==> config.mk <==
export PLATFORM = sky130hd
export DESIGN_NAME = fifo_with_delete_by_value_core
export DESIGN_NICKNAME = d
export VERILOG_FILES = /design/src/rtl/core/fwdbv_pkg.sv /design/src/rtl/core/fwdbv_cell.sv /design/src/rtl/core/fifo_with_delete_by_value_core.sv
export VERILOG_INCLUDE_DIRS = /design/src /design/src/rtl/core
export SDC_FILE = /design/constraint.sdc
export NUM_CORES = 1
export LEC_CHECK = 0
export BUFFER_PORTS_ARGS = -buffer_cell sky130_fd_sc_hd__buf_4
export CAP_MARGIN = 20
export CORE_UTILIZATION = 40
export DETAILED_ROUTE_END_ITERATION = 10
export PLACE_DENSITY = 0.56
export SETUP_SLACK_MARGIN = 0.05
export SYNTH_ARGS = -nofsm -noshare
export SYNTH_HDL_FRONTEND = slang
export SYNTH_SLANG_ARGS = --single-unit
==> constraint.sdc <==
create_clock -name i_clk -period 6.95 [get_ports i_clk]
set_clock_uncertainty 0.15 [all_clocks]
set_input_delay 0.695 -clock i_clk [delete_from_list [all_inputs] [get_ports i_clk]]
set_output_delay 0.695 -clock i_clk [all_outputs]
set_load 0.02 [all_outputs]
==> src/rtl/core/assert_macros.svh <==
// assertion helpers used by fifo_with_delete_by_value_core
`ifndef ASSERT_MACROS_SVH
`define ASSERT_MACROS_SVH

// same-cycle implication, checked on i_clk outside reset
`define AST_IMP(lbl, ant, con) \
    lbl: assert property (@(posedge i_clk) disable iff (!i_rst_n) (ant) |-> (con)) \
        else $error("assertion failed");

// next-cycle implication, checked on i_clk outside reset
`define AST_NXT(lbl, ant, con) \
    lbl: assert property (@(posedge i_clk) disable iff (!i_rst_n) (ant) |=> (con)) \
        else $error("assertion failed");

`endif

==> src/rtl/core/fwdbv_pkg.sv <==
`default_nettype none
package fwdbv_pkg;

    // default list capacity
    localparam int DEPTH_DEF = 16;

    // width of a stored value
    localparam int VALUE_W = 32;

    // operation codes
    localparam logic OP_INSERT = 1'b0;
    localparam logic OP_REMOVE = 1'b1;

    // result status codes
    typedef enum logic [1:0] {
        ST_INSERTED  = 2'd0,
        ST_REMOVED   = 2'd1,
        ST_NOT_FOUND = 2'd2,
        ST_DROPPED   = 2'd3
    } t_status;

    // control broadcast from the sequencer to every cell
    typedef struct packed {
        logic                      cmp_en;
        logic                      ins_en;
        logic                      del_en;
        logic signed [VALUE_W-1:0] value;
    } t_cell_ctrl;

endpackage
`default_nettype wire

==> src/rtl/core/fwdbv_cell.sv <==
`default_nettype none
module fwdbv_cell (
    input  wire                                   i_clk,
    input  wire fwdbv_pkg::t_cell_ctrl            i_ctrl,
    input  wire                                   i_in_range,
    input  wire                                   i_tail,
    input  wire                                   i_found,
    input  wire signed [fwdbv_pkg::VALUE_W-1:0]   i_next_value,
    output logic                                  o_found,
    output logic signed [fwdbv_pkg::VALUE_W-1:0]  o_value
);

    logic signed [fwdbv_pkg::VALUE_W-1:0] r_value;
    logic                                 r_match;

    // first-match chain: this cell or one nearer the head matched
    assign o_found = i_found | r_match;
    assign o_value = r_value;

    // compare against the held entry, only while it is occupied
    always_ff @(posedge i_clk) begin
        if (i_ctrl.cmp_en) begin
            r_match <= i_in_range && (r_value == i_ctrl.value);
        end
    end

    // append at the tail, or close the gap by taking the neighbour's entry
    always_ff @(posedge i_clk) begin
        if (i_ctrl.ins_en && i_tail) begin
            r_value <= i_ctrl.value;
        end else if (i_ctrl.del_en && o_found) begin
            r_value <= i_next_value;
        end
    end

endmodule
`default_nettype wire

==> src/rtl/core/fifo_with_delete_by_value_core.sv <==
// channel   | handshake                 | payload
// ----------+---------------------------+--------------------------------
// command   | start in, busy out        | i_opcode, i_value
// result    | o_valid out (one cycle)   | o_status, o_occupancy
//
// a transaction goes through accept, compare and apply; busy covers the compare
// and apply steps, so a new command is taken only after the last is applied.
// the compare runs in every cell at once; on a remove, the apply step resolves the first
// match through the cell chain and shifts later entries one place headward.
// i_rst_n is synchronous, active low, and clears the entry count and control;
// stored values are undefined until written. the result is not stallable.
`default_nettype none
`include "assert_macros.svh"
module fifo_with_delete_by_value_core #(
    parameter int DEPTH = fwdbv_pkg::DEPTH_DEF
) (
    input  wire                                  i_clk,
    input  wire                                  i_rst_n,
    input  wire                                  start,
    output logic                                 busy,
    input  wire                                  i_opcode,
    input  wire signed [fwdbv_pkg::VALUE_W-1:0]  i_value,
    output logic                                 o_valid,
    output logic [1:0]                           o_status,
    output logic [4:0]                           o_occupancy
);

    localparam int CW = $clog2(DEPTH + 1);
    localparam int OW = (CW > 5) ? CW : 5;

    typedef enum logic [2:0] {
        S_IDLE  = 3'b001,
        S_CMP   = 3'b010,
        S_APPLY = 3'b100
    } t_state;

    t_state                               r_state, n_state;
    logic                                 r_op;
    logic signed [fwdbv_pkg::VALUE_W-1:0] r_value;
    logic [CW-1:0]                        r_count, n_count;
    logic                                 r_valid;
    fwdbv_pkg::t_status                   r_status, n_status;
    fwdbv_pkg::t_cell_ctrl                ctrl;
    logic [DEPTH:0]                       found_chain;
    logic signed [fwdbv_pkg::VALUE_W-1:0] cell_value [DEPTH];
    logic                                 full;
    logic                                 found;
    logic [OW-1:0]                        occ_ext;

    assign busy  = (r_state != S_IDLE);
    assign full  = (r_count == CW'(DEPTH));
    assign found = found_chain[DEPTH];

    // command capture
    always_ff @(posedge i_clk) begin
        if (start && !busy) begin
            r_op    <= i_opcode;
            r_value <= i_value;
        end
    end

    // sequencer
    always_comb begin
        n_state = r_state;
        unique case (r_state)
            S_IDLE:  if (start) n_state = S_CMP;
            S_CMP:   n_state = S_APPLY;
            S_APPLY: n_state = S_IDLE;
            default: n_state = S_IDLE;
        endcase
    end

    // broadcast control to the cells
    always_comb begin
        ctrl.cmp_en = (r_state == S_CMP);
        ctrl.ins_en = (r_state == S_APPLY) && (r_op == fwdbv_pkg::OP_INSERT) && !full;
        ctrl.del_en = (r_state == S_APPLY) && (r_op == fwdbv_pkg::OP_REMOVE);
        ctrl.value  = r_value;
    end

    // the chain of cells
    assign found_chain[0] = 1'b0;
    for (genvar gi = 0; gi < DEPTH; gi++) begin : g_cell
        logic signed [fwdbv_pkg::VALUE_W-1:0] next_value;
        if (gi == DEPTH - 1) begin : g_last
            assign next_value = cell_value[gi];
        end else begin : g_mid
            assign next_value = cell_value[gi + 1];
        end
        fwdbv_cell u_cell (
            .i_clk        (i_clk),
            .i_ctrl       (ctrl),
            .i_in_range   (CW'(gi) < r_count),
            .i_tail       (CW'(gi) == r_count),
            .i_found      (found_chain[gi]),
            .i_next_value (next_value),
            .o_found      (found_chain[gi + 1]),
            .o_value      (cell_value[gi])
        );
    end

    // count and status for the apply step
    always_comb begin
        n_count  = r_count;
        n_status = fwdbv_pkg::ST_INSERTED;
        if (r_op == fwdbv_pkg::OP_INSERT) begin
            if (full) begin
                n_status = fwdbv_pkg::ST_DROPPED;
            end else begin
                n_count  = r_count + CW'(1);
                n_status = fwdbv_pkg::ST_INSERTED;
            end
        end else begin
            if (found) begin
                n_count  = r_count - CW'(1);
                n_status = fwdbv_pkg::ST_REMOVED;
            end else begin
                n_status = fwdbv_pkg::ST_NOT_FOUND;
            end
        end
    end

    // control state
    always_ff @(posedge i_clk) begin
        if (!i_rst_n) begin
            r_state <= S_IDLE;
            r_count <= '0;
            r_valid <= 1'b0;
        end else begin
            r_state <= n_state;
            r_valid <= (r_state == S_APPLY);
            if (r_state == S_APPLY) begin
                r_count <= n_count;
            end
        end
    end

    // result status register
    always_ff @(posedge i_clk) begin
        if (r_state == S_APPLY) begin
            r_status <= n_status;
        end
    end

    // outputs
    assign occ_ext     = OW'(r_count);
    assign o_valid     = r_valid;
    assign o_status    = r_status;
    assign o_occupancy = occ_ext[4:0];

    // checks
    `AST_NXT(a_accept_to_cmp, start && !busy, r_state == S_CMP)
    `AST_IMP(a_result_idle, o_valid, r_state == S_IDLE && $past(r_state == S_APPLY))
    `AST_IMP(a_count_bound, 1'b1, r_count <= CW'(DEPTH))
    `AST_IMP(a_drop_full, o_valid && o_status == fwdbv_pkg::ST_DROPPED, full)

endmodule
`default_nettype wire

==> flow_summary.rst, run 1 <==
.. list-table::
   :header-rows: 1

   * - Metric
     - Value
   * - Failing checks
     - DRC
   * - Final TNS setup
     - 0 ns
   * - Worst-Margin Slew
     - between 1 and 1.5 ns
   * - Non-filler cells in the finished layout
     - slightly above 3000
   * - Std cell rows
     - 99
   * - Worst vdd ir
     - 0.0001266 V
   * - Hold Path Sink
     - r_value[9]
   * - Initial Utilization
     - 40.60%
   * - WHS Path Cells
     - 1
   * - Worst setup path start
     - o_occupancy[2]
   * - Violation count after the first detailed-route iteration
     - 1375
   * - Async SR Flop Fraction
     - 0%
   * - Type of element capturing the critical path
     - flop
   * - Post-place setup slack
     - 3.404 ns
   * - DRC violation count after routing
     - 3
   * - Initial antenna violation count
     - 2
   * - Inserted Clock Buffers
     - 66
   * - Period utilisation layout
     - 50.35%
   * - Top cell family by delay on the critical path
     - simple AND/OR/NAND/NOR gates
   * - Die span in x
     - 274.8 um
   * - Nets@finish
     - roughly 2100
   * - Worst reg2reg setup slack
     - 3.45 ns
   * - Synthesis-stage register bit count
     - 572
   * - Die span in y
     - roughly 270 um
   * - Top Ports
     - 45
   * - Commonest cells after routing, fill and taps aside
     - edfxtp_1 (563), xor2_1 (465), mux2_2 (447)
   * - Part of the Yosys area used for sequential elements
     - 57.39%
   * - Switching pwr
     - roughly 1.7 mW
   * - Result of the run
     - finished with violations
   * - Worst-path fanout max
     - 33
   * - Switching share of total power
     - 22.85%
   * - Setup bufs post-CTS
     - 0
   * - Final wirelength
     - 79.81 mm
   * - Post-Synthesis Mean Instance Area
     - 14.37 um^2
   * - Global-route wire length before repair
     - 117.0 mm
   * - EDFF count, synth
     - 563
   * - Part of the power in registers
     - 49.9%
   * - Series of cell instances along the critical path
     - nand2b_1, nor3_2, nand3_2, o21ai_2, buf_4
   * - Clock share of power
     - 44.4%
   * - Leak Pwr
     - approximately 11 nW
   * - Cell Count Post-Placement
     - 2946
   * - HPWL Detailed
     - 53.41 mm
   * - Via count normalized by instance count
     - 5.393
   * - Cell internal pwr
     - 5.853 mW
   * - Number of buffer and inverter stages on the critical path
     - 1
   * - Maximum level of the CTS H-tree
     - 3
   * - Combinational power share
     - under 10%
   * - Number of clock sinks
     - 572
   * - Worst Hold Launch
     - i_value[9]
   * - Start-to-end type of the worst setup path
     - reg -> reg
   * - Areal power density over the cells
     - roughly 230 mW/mm^2
   * - CTS Buffer Depth
     - 3
   * - Setup-violating endpoint count in the final report
     - 0
   * - Clock-pin slew on the worst setup and hold paths
     - 0.06 ns
   * - Hold Path Class
     - in -> reg
   * - Startpoint Class
     - flop
   * - Global-route total usage across every layer
     - 21.29%
   * - Length of the first detailed-routing pass in iterations
     - 8
   * - Post-cts resize count
     - 0
   * - WL per Instance
     - approximately 26 um
   * - Leading cell type in the layout, fill and taps excluded
     - edfxtp_1
   * - Maximum number of pins on one net before global-route repair
     - 35
   * - Final min period
     - 3.499 ns
   * - Biggest cell delay along the critical path
     - approximately 0.8 ns
   * - Number of distinct library cell variants in the gate-level netlist after synthesis
     - 49
   * - GPL Wtd Cong
     - 0.8141
   * - Setup ws final
     - 3.451 ns
   * - Synthesis Warnings
     - 0
   * - Number of global-route vias before repair
     - 17199
   * - Total vias in the final route
     - 16530
   * - Remaining Overflow, GRT
     - 0
   * - Final antenna-violating net count
     - 0
   * - Share of cells above drive strength 1
     - a little under a third
   * - Setup repair after global routing missed its margin
     - false
   * - TritonCTS clock tree
     - built
   * - Area growth, synth to finish
     - 11.05%
   * - Skew-Pair Late Insertion Delay
     - 0.61 ns
   * - Final hold viol count
     - 0
   * - End of the worst register-to-register path
     - g_cell[5].u_cell.o_value[4]
   * - Cell type of the slowest stage on the worst timing path
     - dfxtp_1
   * - Fmax
     - 285.8 MHz
   * - Total of max-cap violations
     - 0
   * - Die Area
     - 0.07552 mm^2
   * - Buffers on Ports
     - 44
   * - Ys flop type
     - edfxtp_1
   * - Worst reg2reg path startpoint
     - o_occupancy[2]
   * - Worst relative slew slack
     - 27.16%
   * - Cells after Synth
     - 2072
   * - Total core area
     - between 0.07 and 0.08 mm^2
   * - Number of diodes
     - 0
   * - Number of pins exceeding their max-slew limit in the final report
     - 0
   * - Syn Std Cell Area
     - 0.02977 mm^2
   * - Number of nets in the synthesized netlist
     - roughly 2100
   * - Required time at the endpoint of the critical path
     - 7.03 ns
   * - Final Core Density
     - 45.08%
   * - CTS root buf
     - clkbuf_16
   * - Worst Reg2Reg Path Length in Cells
     - 5
   * - Arrival time reported for the critical path endpoint
     - approximately 3.6 ns
   * - Cts hold-fix bufs
     - 0
state kept, by name (all words and copies together) (netlist names):
name	count
g_cell.u_cell.o_value	512
r_state	3
o_valid	1
o_status	2
r_value	32
g_cell.u_cell.r_match	16
o_occupancy	5
r_op	1
routing by layer:
layer / global-route usage [%] / vias to the layer above / share of wire [%]
met4: 7.182 / 0 / 3.0
li1: - / 7616 / -
met1: 27.81 / 8416 / 44
met5: 0 / - / 0
met3: 3.352 / 142 / 3.6
met2: 35.95 / 356 / 49
area by class of cell:
type	instances	area [um^2]
tap	959	1200
multi-input combinational	1306	11920
inverter	5	18.77
clock inverter	28	267.8
clock buffer	91	1788
sequential	572	17090
fill	6611	40270
timing repair buffer	104	780.7
kinds of logic after synthesis:
kind of cell / count (synthesis) / synth area share (%)
compound gates: 36 / 0.7985
xor+xnor: 512 / 15.06
fa+ha+maj: 5 / 0.2101
buf+inv: 194 / 2.858
flops: 572 / 57.39
mux: 485 / 18.32
simple gates: 268 / 5.354
synth_stat cells, drive strengths merged (3+ instances only):
cell type / count / share of area [%]
a2111oi: 4 / 0.12
a211oi: 4 / 0.10
a31oi: 3 / 0.063
and2: 4 / 0.084
buf: 79 / 1.4
clkbuf: 110 / 1.4
dfxtp: 9 / 0.61
edfxtp: 563 / 57
ha: 5 / 0.21
inv: 5 / 0.063
mux2: 480 / 18
mux2i: 5 / 0.17
nand2: 21 / 0.29
nand2b: 6 / 0.13
nand3: 36 / 0.66
nand4: 27 / 0.57
nor2: 15 / 0.19
nor2b: 3 / 0.063
nor3: 23 / 0.40
nor4: 121 / 2.5
o21ai: 14 / 0.24
xnor2: 47 / 1.4
xor2: 465 / 14
worst max-delay path by stage:
stage / depth (start not counted) / to / slack [ns]
after CTS: 4 / g_cell[14].u_cell.o_value[13] / 3.41
after floorplan: 7 / g_cell[7].u_cell.o_value[0] / 2.65
after detailed placement: 4 / g_cell[14].u_cell.o_value[19] / 3.40
after global routing: 4 / g_cell[14].u_cell.o_value[13] / 3.23
after global placement: 4 / g_cell[14].u_cell.o_value[4] / 3.48
final: 5 / g_cell[5].u_cell.o_value[4] / 3.45
power by group through the flow:
stage	registers, mW	logic [mW]	clock network (mW)
2_1_floorplan	3.84	0.278	0
3_3_place_gp	3.86	0.429	0
3_5_place_dp	3.86	0.431	0
4_1_cts	3.78	0.434	3.44
5_1_grt	3.78	0.460	3.56
6_report	3.78	0.432	3.37
stage by stage:
step	hold WS [ns]	total power, mW	instance area, um^2
after detailed placement	0.4271	4.287	31000
after global routing	0.07900	7.805	33060
after CTS	0.06892	7.661	33060
after floorplan	0.2744	4.120	29770
after global placement	0.4234	4.284	31000
final	0.1079	7.586	33060
worst register-to-register path: stages (launching register included):
cell and delay, ns:
dfxtp_1 0.79, nand2b_1 0.36, nor3_2 0.34, nand3_2 0.76, o21ai_2 0.26, buf_4 0.44
No activity file was read; power rests on OpenSTA's default activity.
==> run 2, diff against run 1 <==
PLACE_DENSITY = 0.58   (was 0.56)
clock period = 3.2 ns   (was 6.95 ns; I/O delays follow)
==> run 2 against run 1 <==
Net effect:
- the run still ends with DRC left
- sequential power rose by 120%
- via count rose by 2.6%
- critical path depth fell by 1
- non-clock buffer count rose by 72
- sequential share of layout area fell by 1.5 points
- sequential cell count did not move
- global-route usage rose by 1.2 points
- register-to-register slack got worse by 3.3 ns
- first-iteration DRC count fell by 11%
- critical endpoint is now g_cell[2].u_cell.r_match
- highest routed layer unchanged
==> flow_summary.rst, run 2 (same netlist as run 1, synthesis figures left out) <==
.. list-table::
   :header-rows: 1

   * - Metric
     - Value
   * - Total vias in the final route
     - 16952 (was 16530)
   * - Setup bufs post-CTS
     - 0 (unchanged)
   * - Remaining Overflow, GRT
     - 0 (unchanged)
   * - GPL Wtd Cong
     - 0.8622 (was 0.8141)
   * - TritonCTS clock tree
     - built (unchanged)
   * - Worst-path fanout max
     - 12 (was 33)
   * - Number of clock sinks
     - 572 (unchanged)
   * - Area taken by multi-input logic gates
     - 0.01192 mm^2 (unchanged)
   * - Cell type of the slowest stage on the worst timing path
     - edfxtp_1 (was dfxtp_1)
   * - Number of diodes
     - 0 (unchanged)
   * - Buffers on Ports
     - 44 (unchanged)
   * - Cts hold-fix bufs
     - 34 (was 0)
   * - Inserted Clock Buffers
     - 67 (was 66)
   * - Worst-Margin Slew
     - 0.9837 ns (was 1.089 ns)
   * - Period utilisation layout
     - 94.03% (was 50.35%)
   * - Via count normalized by instance count
     - 5.411 (was 5.393)
   * - Final wirelength
     - 84.04 mm (was 79.81 mm)
   * - Std cell rows
     - 99 (unchanged)
   * - Areal power density over the cells
     - 490.9 mW/mm^2 (was 229.5 mW/mm^2)
   * - Area growth, synth to finish
     - 14.37% (was 11.05%)
   * - Clock-pin slew on the worst setup and hold paths
     - 0.06 ns (about the same)
   * - Result of the run
     - finished with violations (unchanged)
   * - Share of cells above drive strength 1
     - 32.34% (was 31.53%)
   * - Type of element capturing the critical path
     - flop (unchanged)
   * - Worst vdd ir
     - 0.0003109 V (was 0.0001266 V)
   * - Violation count after the first detailed-route iteration
     - 1223 (was 1375)
   * - Placement-stage cell area
     - 0.03165 mm^2 (was 0.03100 mm^2)
   * - Skew-Pair Late Insertion Delay
     - 0.62 ns (was 0.61 ns)
   * - Area taken by flip-flops and latches
     - 0.01709 mm^2 (unchanged)
   * - Initial Utilization
     - 40.60% (unchanged)
   * - Number of inserted filler cells in the final layout
     - 6466 (was 6611)
   * - Series of cell instances along the critical path
     - xor2_1, nor4_1, nand4_1, a2111oi_0 (was nand2b_1, nor3_2, nand3_2, o21ai_2, buf_4)
   * - Maximum number of pins on one net before global-route repair
     - 35 (unchanged)
   * - Number of pins exceeding their max-slew limit in the final report
     - 0 (unchanged)
   * - Maximum level of the CTS H-tree
     - 3 (unchanged)
   * - Length of the first detailed-routing pass in iterations
     - 8 (unchanged)
   * - Final hold viol count
     - 0 (unchanged)
   * - Final min period
     - 3.009 ns (was 3.499 ns)
   * - Nets@finish
     - 2169 (was 2096)
   * - Setup-violating endpoint count in the final report
     - 0 (unchanged)
   * - Die Area
     - 0.07552 mm^2 (unchanged)
   * - HPWL Detailed
     - 57.41 mm (was 53.41 mm)
   * - Total core area
     - 0.07333 mm^2 (unchanged)
   * - Total of max-cap violations
     - 0 (unchanged)
   * - Worst relative slew slack
     - 32.72% (was 27.16%)
   * - Start-to-end type of the worst setup path
     - reg -> reg (unchanged)
   * - WL per Instance
     - 26.82 um (was 26.04 um)
   * - Global-route total usage across every layer
     - 22.49% (was 21.29%)
   * - Global-route wire length before repair
     - 123.6 mm (was 117.0 mm)
   * - Post-place setup slack
     - 0.2919 ns (was 3.404 ns)
   * - Flip-flop count of the largest register, all copies and words added
     - 512 (unchanged)
   * - Leading cell type in the layout, fill and taps excluded
     - edfxtp_1 (unchanged)
   * - Setup repair after global routing missed its margin
     - false (unchanged)
   * - Failing checks
     - DRC (unchanged)
   * - Initial antenna violation count
     - 0 (was 2)
   * - Hold Path Class
     - in -> reg (unchanged)
   * - Final antenna-violating net count
     - 0 (unchanged)
   * - Biggest cell delay along the critical path
     - 0.88 ns (was 0.79 ns)
   * - Setup ws final
     - 0.1910 ns (was 3.451 ns)
   * - Required time at the endpoint of the critical path
     - 3.32 ns (was 7.03 ns)
   * - Leak Pwr
     - 11.64 nW (was 11.19 nW)
   * - Die span in x
     - 274.8 um (unchanged)
   * - Final Cell Area
     - 0.03405 mm^2 (was 0.03306 mm^2)
   * - DRC violation count after routing
     - 3 (unchanged)
   * - Top Ports
     - 45 (unchanged)
   * - Number of global-route vias before repair
     - 17994 (was 17199)
   * - Die span in y
     - 274.8 um (unchanged)
   * - CTS Buffer Depth
     - 3 (unchanged)
   * - Post-cts resize count
     - 0 (unchanged)
   * - Arrival time reported for the critical path endpoint
     - 3.13 ns (was 3.58 ns)
   * - CTS root buf
     - clkbuf_16 (unchanged)
   * - Commonest cells after routing, fill and taps aside
     - edfxtp_1 (563), xor2_1 (465), mux2_2 (447) (unchanged)
   * - Startpoint Class
     - flop (unchanged)
   * - Fmax
     - 332.3 MHz (was 285.8 MHz)
==> run 2: changes by cell type in the layout (fill, tap and decap cells not counted), moves of 6 or more <==
cell | before | now
dlygate4sd3_1 | 0 | 34
buf_12 | 0 | 29
buf_4 | 104 | 113
clkbuf_1 | 23 | 17
==> run 2: path summary, 6_finish.rpt <==
| kind | from | endpoint | slack [ns] | cells after the start |
|---|---|---|---|---|
| max | r_value[5] | g_cell[2].u_cell.r_match | 0.19 | 4 |
| min | i_value[17] | r_value[17] | 0.28 | 2 |
| max reg2reg | r_value[5] | g_cell[2].u_cell.r_match | 0.19 | 4 |
| min reg2reg | g_cell[9].u_cell.o_value[7] | g_cell[8].u_cell.o_value[7] | 0.44 | 1 |
==> run 2: routing by layer <==
metal | wire length (um) | vias to the layer above | part of all wire, % | track usage (%)
li1 | - | 7765 | - | -
met1 | 37290 | 8658 | 44 | 29.98
met2 | 41160 | 379 | 49 | 38.00
met3 | 2958 | 150 | 3.5 | 2.898
met4 | 2641 | 0 | 3.1 | 7.095
met5 | 0 | - | 0 | 0
==> run 2: critical path: cells and delay by family, from the launching register on <==
kind             cells  cell delay (ns)
AND/OR/NAND/NOR      2             0.59
XOR/XNOR             1             0.15
AO/OA/AOI/OAI        1             0.88
flip-flops           1             0.88
==> run 2: layout make-up <==
class | count | share of cell area [%]
Inverter | 5 | 0.05512
Clock inverter | 29 | 0.7790
Sequential cell | 572 | 50.18
Clock buffer | 86 | 5.259
Tap cell | 959 | 3.524
Timing Repair Buffer | 176 | 5.196
Multi-Input combinational cell | 1306 | 35.01
==> run 2: metrics by stage <==
stage | hold WS [ns] | instances | total power [mW] | TNS (ns) | util [%]
floorplan | 0.2689 | 2072 | 8.947 | -91.18 | -
global placement | 0.3499 | 2984 | 9.419 | 0 | 43.16
detailed placement | 0.3496 | 2984 | 9.418 | 0 | 43.16
CTS | 0.2535 | 3133 | 16.83 | 0 | 46.43
global route | 0.2665 | 3133 | 17.15 | 0 | 46.43
finish | 0.2811 | 3133 | 16.72 | 0 | 46.43
==> run 2: power by group <==
part | internal (mW) | switching, mW | total (mW)
registers | 8.17 | 0.114 | 8.29
clock network | 4.27 | 3.15 | 7.42
logic | 0.378 | 0.629 | 1.01
==> run 3, diff against run 2 <==
PLACE_DENSITY = 0.56   (was 0.58)
clock period = 3.1 ns   (was 3.2 ns; I/O delays follow)
==> run 3 against run 2 <==
Net effect:
- the run still ends with DRC left
- register-to-register slack better by 0.05 ns
- sequential power grew 3.3%
- via count down 0.50%
- wire length is 1.6% higher
- core utilization grew 0.15 points
- global-route usage grew 0.43 points
- combinational power up 5%
- critical path depth is 2 higher
- worst setup slack better by 0.048 ns
- non-clock buffer count rose by 26
- clock-buffer cell count shrank 3
- fmax is 5.2% higher
- critical path type unchanged
- largest power group unchanged
==> flow_summary.rst, run 3 (same netlist as run 1, synthesis figures left out) <==
.. list-table::
   :header-rows: 1

   * - Metric
     - Value
   * - Result of the run
     - finished with violations (unchanged)
   * - Failing checks
     - DRC (unchanged)
   * - Worst vdd ir
     - 0.0003604 V (was 0.0003109 V)
   * - Number of diodes
     - 0 (unchanged)
   * - Final min period
     - 2.861 ns (was 3.009 ns)
   * - Buffers on Ports
     - 44 (unchanged)
   * - Setup repair after global routing missed its margin
     - false (unchanged)
   * - Number of pins exceeding their max-slew limit in the final report
     - 0 (unchanged)
   * - Leak Pwr
     - 11.73 nW (was 11.64 nW)
   * - Global-route wire length before repair
     - 125.2 mm (was 123.6 mm)
   * - Number of clock sinks
     - 572 (unchanged)
   * - Setup-violating endpoint count in the final report
     - 0 (unchanged)
   * - Critical path's most frequent cell
     - buf_4
   * - Share of cells above drive strength 1
     - 33.14% (was 32.34%)
   * - Cell type of the slowest stage on the worst timing path
     - a2111oi_0 (was edfxtp_1)
   * - Arrival time reported for the critical path endpoint
     - 3.20 ns (was 3.13 ns)
   * - Hold Path Class
     - in -> reg (unchanged)
   * - Initial antenna violation count
     - 1 (was 0)
   * - HPWL Detailed
     - 60.09 mm (was 57.41 mm)
   * - Final wirelength
     - 85.35 mm (was 84.04 mm)
   * - Remaining Overflow, GRT
     - 0 (unchanged)
   * - Total core area
     - 0.07333 mm^2 (unchanged)
   * - Top Ports
     - 45 (unchanged)
   * - DRC violation count after routing
     - 3 (unchanged)
   * - Violation count after the first detailed-route iteration
     - 1119 (was 1223)
   * - Worst setup path start
     - r_value[18] (was r_value[5])
   * - Worst-path fanout max
     - 7 (was 12)
   * - Inserted Clock Buffers
     - 67 (unchanged)
   * - Fmax
     - 349.5 MHz (was 332.3 MHz)
   * - Start-to-end type of the worst setup path
     - reg -> reg (unchanged)
   * - Die span in x
     - 274.8 um (unchanged)
   * - Die span in y
     - 274.8 um (unchanged)
   * - Routed met1 length
     - 35.55 mm (was 37.29 mm)
   * - Die Area
     - 0.07552 mm^2 (unchanged)
   * - Global-route total usage across every layer
     - 22.92% (was 22.49%)
   * - Length of the first detailed-routing pass in iterations
     - 8 (unchanged)
   * - Via count normalized by instance count
     - 5.345 (was 5.411)
   * - Total of max-cap violations
     - 0 (unchanged)
   * - Maximum level of the CTS H-tree
     - 3 (unchanged)
   * - Pwr Total
     - 16.99 mW (was 16.72 mW)
   * - Worst reg2reg path startpoint
     - r_value[18] (was r_value[5])
   * - Commonest cells after routing, fill and taps aside
     - edfxtp_1 (563), xor2_1 (465), mux2_2 (447) (unchanged)
   * - WL per Instance
     - 27.04 um (was 26.82 um)
   * - Final antenna-violating net count
     - 0 (unchanged)
   * - CTS Buffer Depth
     - 3 (unchanged)
   * - Leading cell type in the layout, fill and taps excluded
     - edfxtp_1 (unchanged)
   * - CTS root buf
     - clkbuf_16 (unchanged)
   * - Skew-Pair Late Insertion Delay
     - 0.62 ns (about the same)
   * - DR WL met3
     - 2.717 mm (was 2.958 mm)
   * - Worst-Margin Slew
     - 0.9474 ns (was 0.9837 ns)
   * - Top layer used by detailed routing
     - met4 (unchanged)
   * - TritonCTS clock tree
     - built (unchanged)
   * - Met2 WL
     - 44.47 mm (was 41.16 mm)
   * - End of the worst register-to-register path
     - g_cell[2].u_cell.r_match (unchanged)
   * - Startpoint Class
     - flop (unchanged)
   * - Required time at the endpoint of the critical path
     - 3.44 ns (was 3.32 ns)
   * - Biggest cell delay along the critical path
     - 0.71 ns (was 0.88 ns)
   * - Worst Reg2Reg Path Length in Cells
     - 6 (was 4)
   * - Worst relative slew slack
     - 36.84% (was 32.72%)
   * - Area growth, synth to finish
     - 14.74% (was 14.37%)
   * - Final hold viol count
     - 0 (unchanged)
   * - Flip-flop count of the largest register, all copies and words added
     - 512 (unchanged)
   * - Final Core Density
     - 46.58% (was 46.43%)
   * - Series of cell instances along the critical path
     - buf_4, xor2_1, nor4_1, nand3_1, a2111oi_0, buf_4 (was xor2_1, nor4_1, nand4_1, a2111oi_0)
   * - Initial Utilization
     - 40.60% (unchanged)
   * - Worst reg2reg setup slack
     - 0.24 ns (was 0.19 ns)
   * - Period utilisation layout
     - 92.30% (was 94.03%)
   * - Nets@finish
     - 2195 (was 2169)
   * - GPL Wtd Cong
     - 0.8604 (was 0.8622)
   * - Maximum number of pins on one net before global-route repair
     - 35 (unchanged)
   * - Areal power density over the cells
     - 497.4 mW/mm^2 (was 490.9 mW/mm^2)
   * - Type of element capturing the critical path
     - flop (unchanged)
   * - Clock-pin slew on the worst setup and hold paths
     - 0.06 ns (about the same)
   * - Total vias in the final route
     - 16868 (was 16952)
   * - Setup crit end
     - g_cell[2].u_cell.r_match (unchanged)
   * - Post-cts resize count
     - 0 (unchanged)
   * - Std cell rows
     - 99 (unchanged)
   * - Number of global-route vias before repair
     - 17865 (was 17994)
-- run 3: changes by cell type in the layout (fill, tap and decap cells not counted), sizes merged --
cell,previous run,this run
buf,142,168
clkinv,21,25
bufinv,4,1
clkbuf,86,83
inv,8,6
clkinvlp,1,2
-- run 3: routing by layer --
metal / global-route usage [%] / vias up
met5: 0 / -
met4: 7.022 / 0
met3: 3.195 / 122
met2: 41.42 / 339
met1: 28.16 / 8584
li1: - / 7823
-- run 3: final cells by class --
cell class | instances | area, um^2
clock buffer | 83 | 1747
sequential | 572 | 17090
fill | 6502 | 39170
tap | 959 | 1200
inverter | 5 | 18.77
timing repair buffer | 202 | 1964
multi-input combinational | 1306 | 11900
clock inverter | 29 | 245.2
-- run 3: through the flow --
step / area (um^2) / cells / hold slack [ns] / worst slack (ns) / TNS [ns]
3_5_place_dp: 31810 / 3008 / 0.3392 / -0.03382 / -0.03382
4_1_cts: 34160 / 3156 / 0.2332 / 0.2425 / 0
3_3_place_gp: 31810 / 3008 / 0.3390 / -0.07197 / -0.07197
5_1_grt: 34160 / 3156 / 0.2589 / 0.2084 / 0
6_report: 34160 / 3156 / 0.2668 / 0.2388 / 0
2_1_floorplan: 29770 / 2072 / 0.2589 / -0.3768 / -129.58
-- run 3: repair_timing --
item,4_1_cts,5_1_grt
hold endpoints to repair,42,0
setup buffers,2,0
hold buffers,34,0
endpoints found under the setup margin,1,0
-- run 3: worst min-delay path by stage --
stage | from | endpoint | slack, ns | cells after the start
CTS | i_value[11] | r_value[11] | 0.23 | 2
finish | i_value[22] | r_value[22] | 0.27 | 2
global placement | i_value[18] | r_value[18] | 0.34 | 1
floorplan | i_opcode | r_op | 0.26 | 0
detailed placement | i_value[6] | r_value[6] | 0.34 | 1
global route | i_value[5] | r_value[5] | 0.26 | 2
-- run 3: report_power, final --
group	internal, mW	total (mW)	switching (mW)
sequential	8.44	8.56	0.121
combinational	0.405	1.06	0.658
clock	4.10	7.37	3.27
total	12.9	17.0	4.04
-- run 3: worst max-delay path, delay by kind of cell, from the launching register on --
family / cells / cell delay (ns)
buffers and inverters: 2 / 0.51
xor gates and xnor gates: 1 / 0.17
DFF: 1 / 0.61
and+or+nand+nor: 2 / 0.59
AOI/OAI and AO/OA: 1 / 0.71
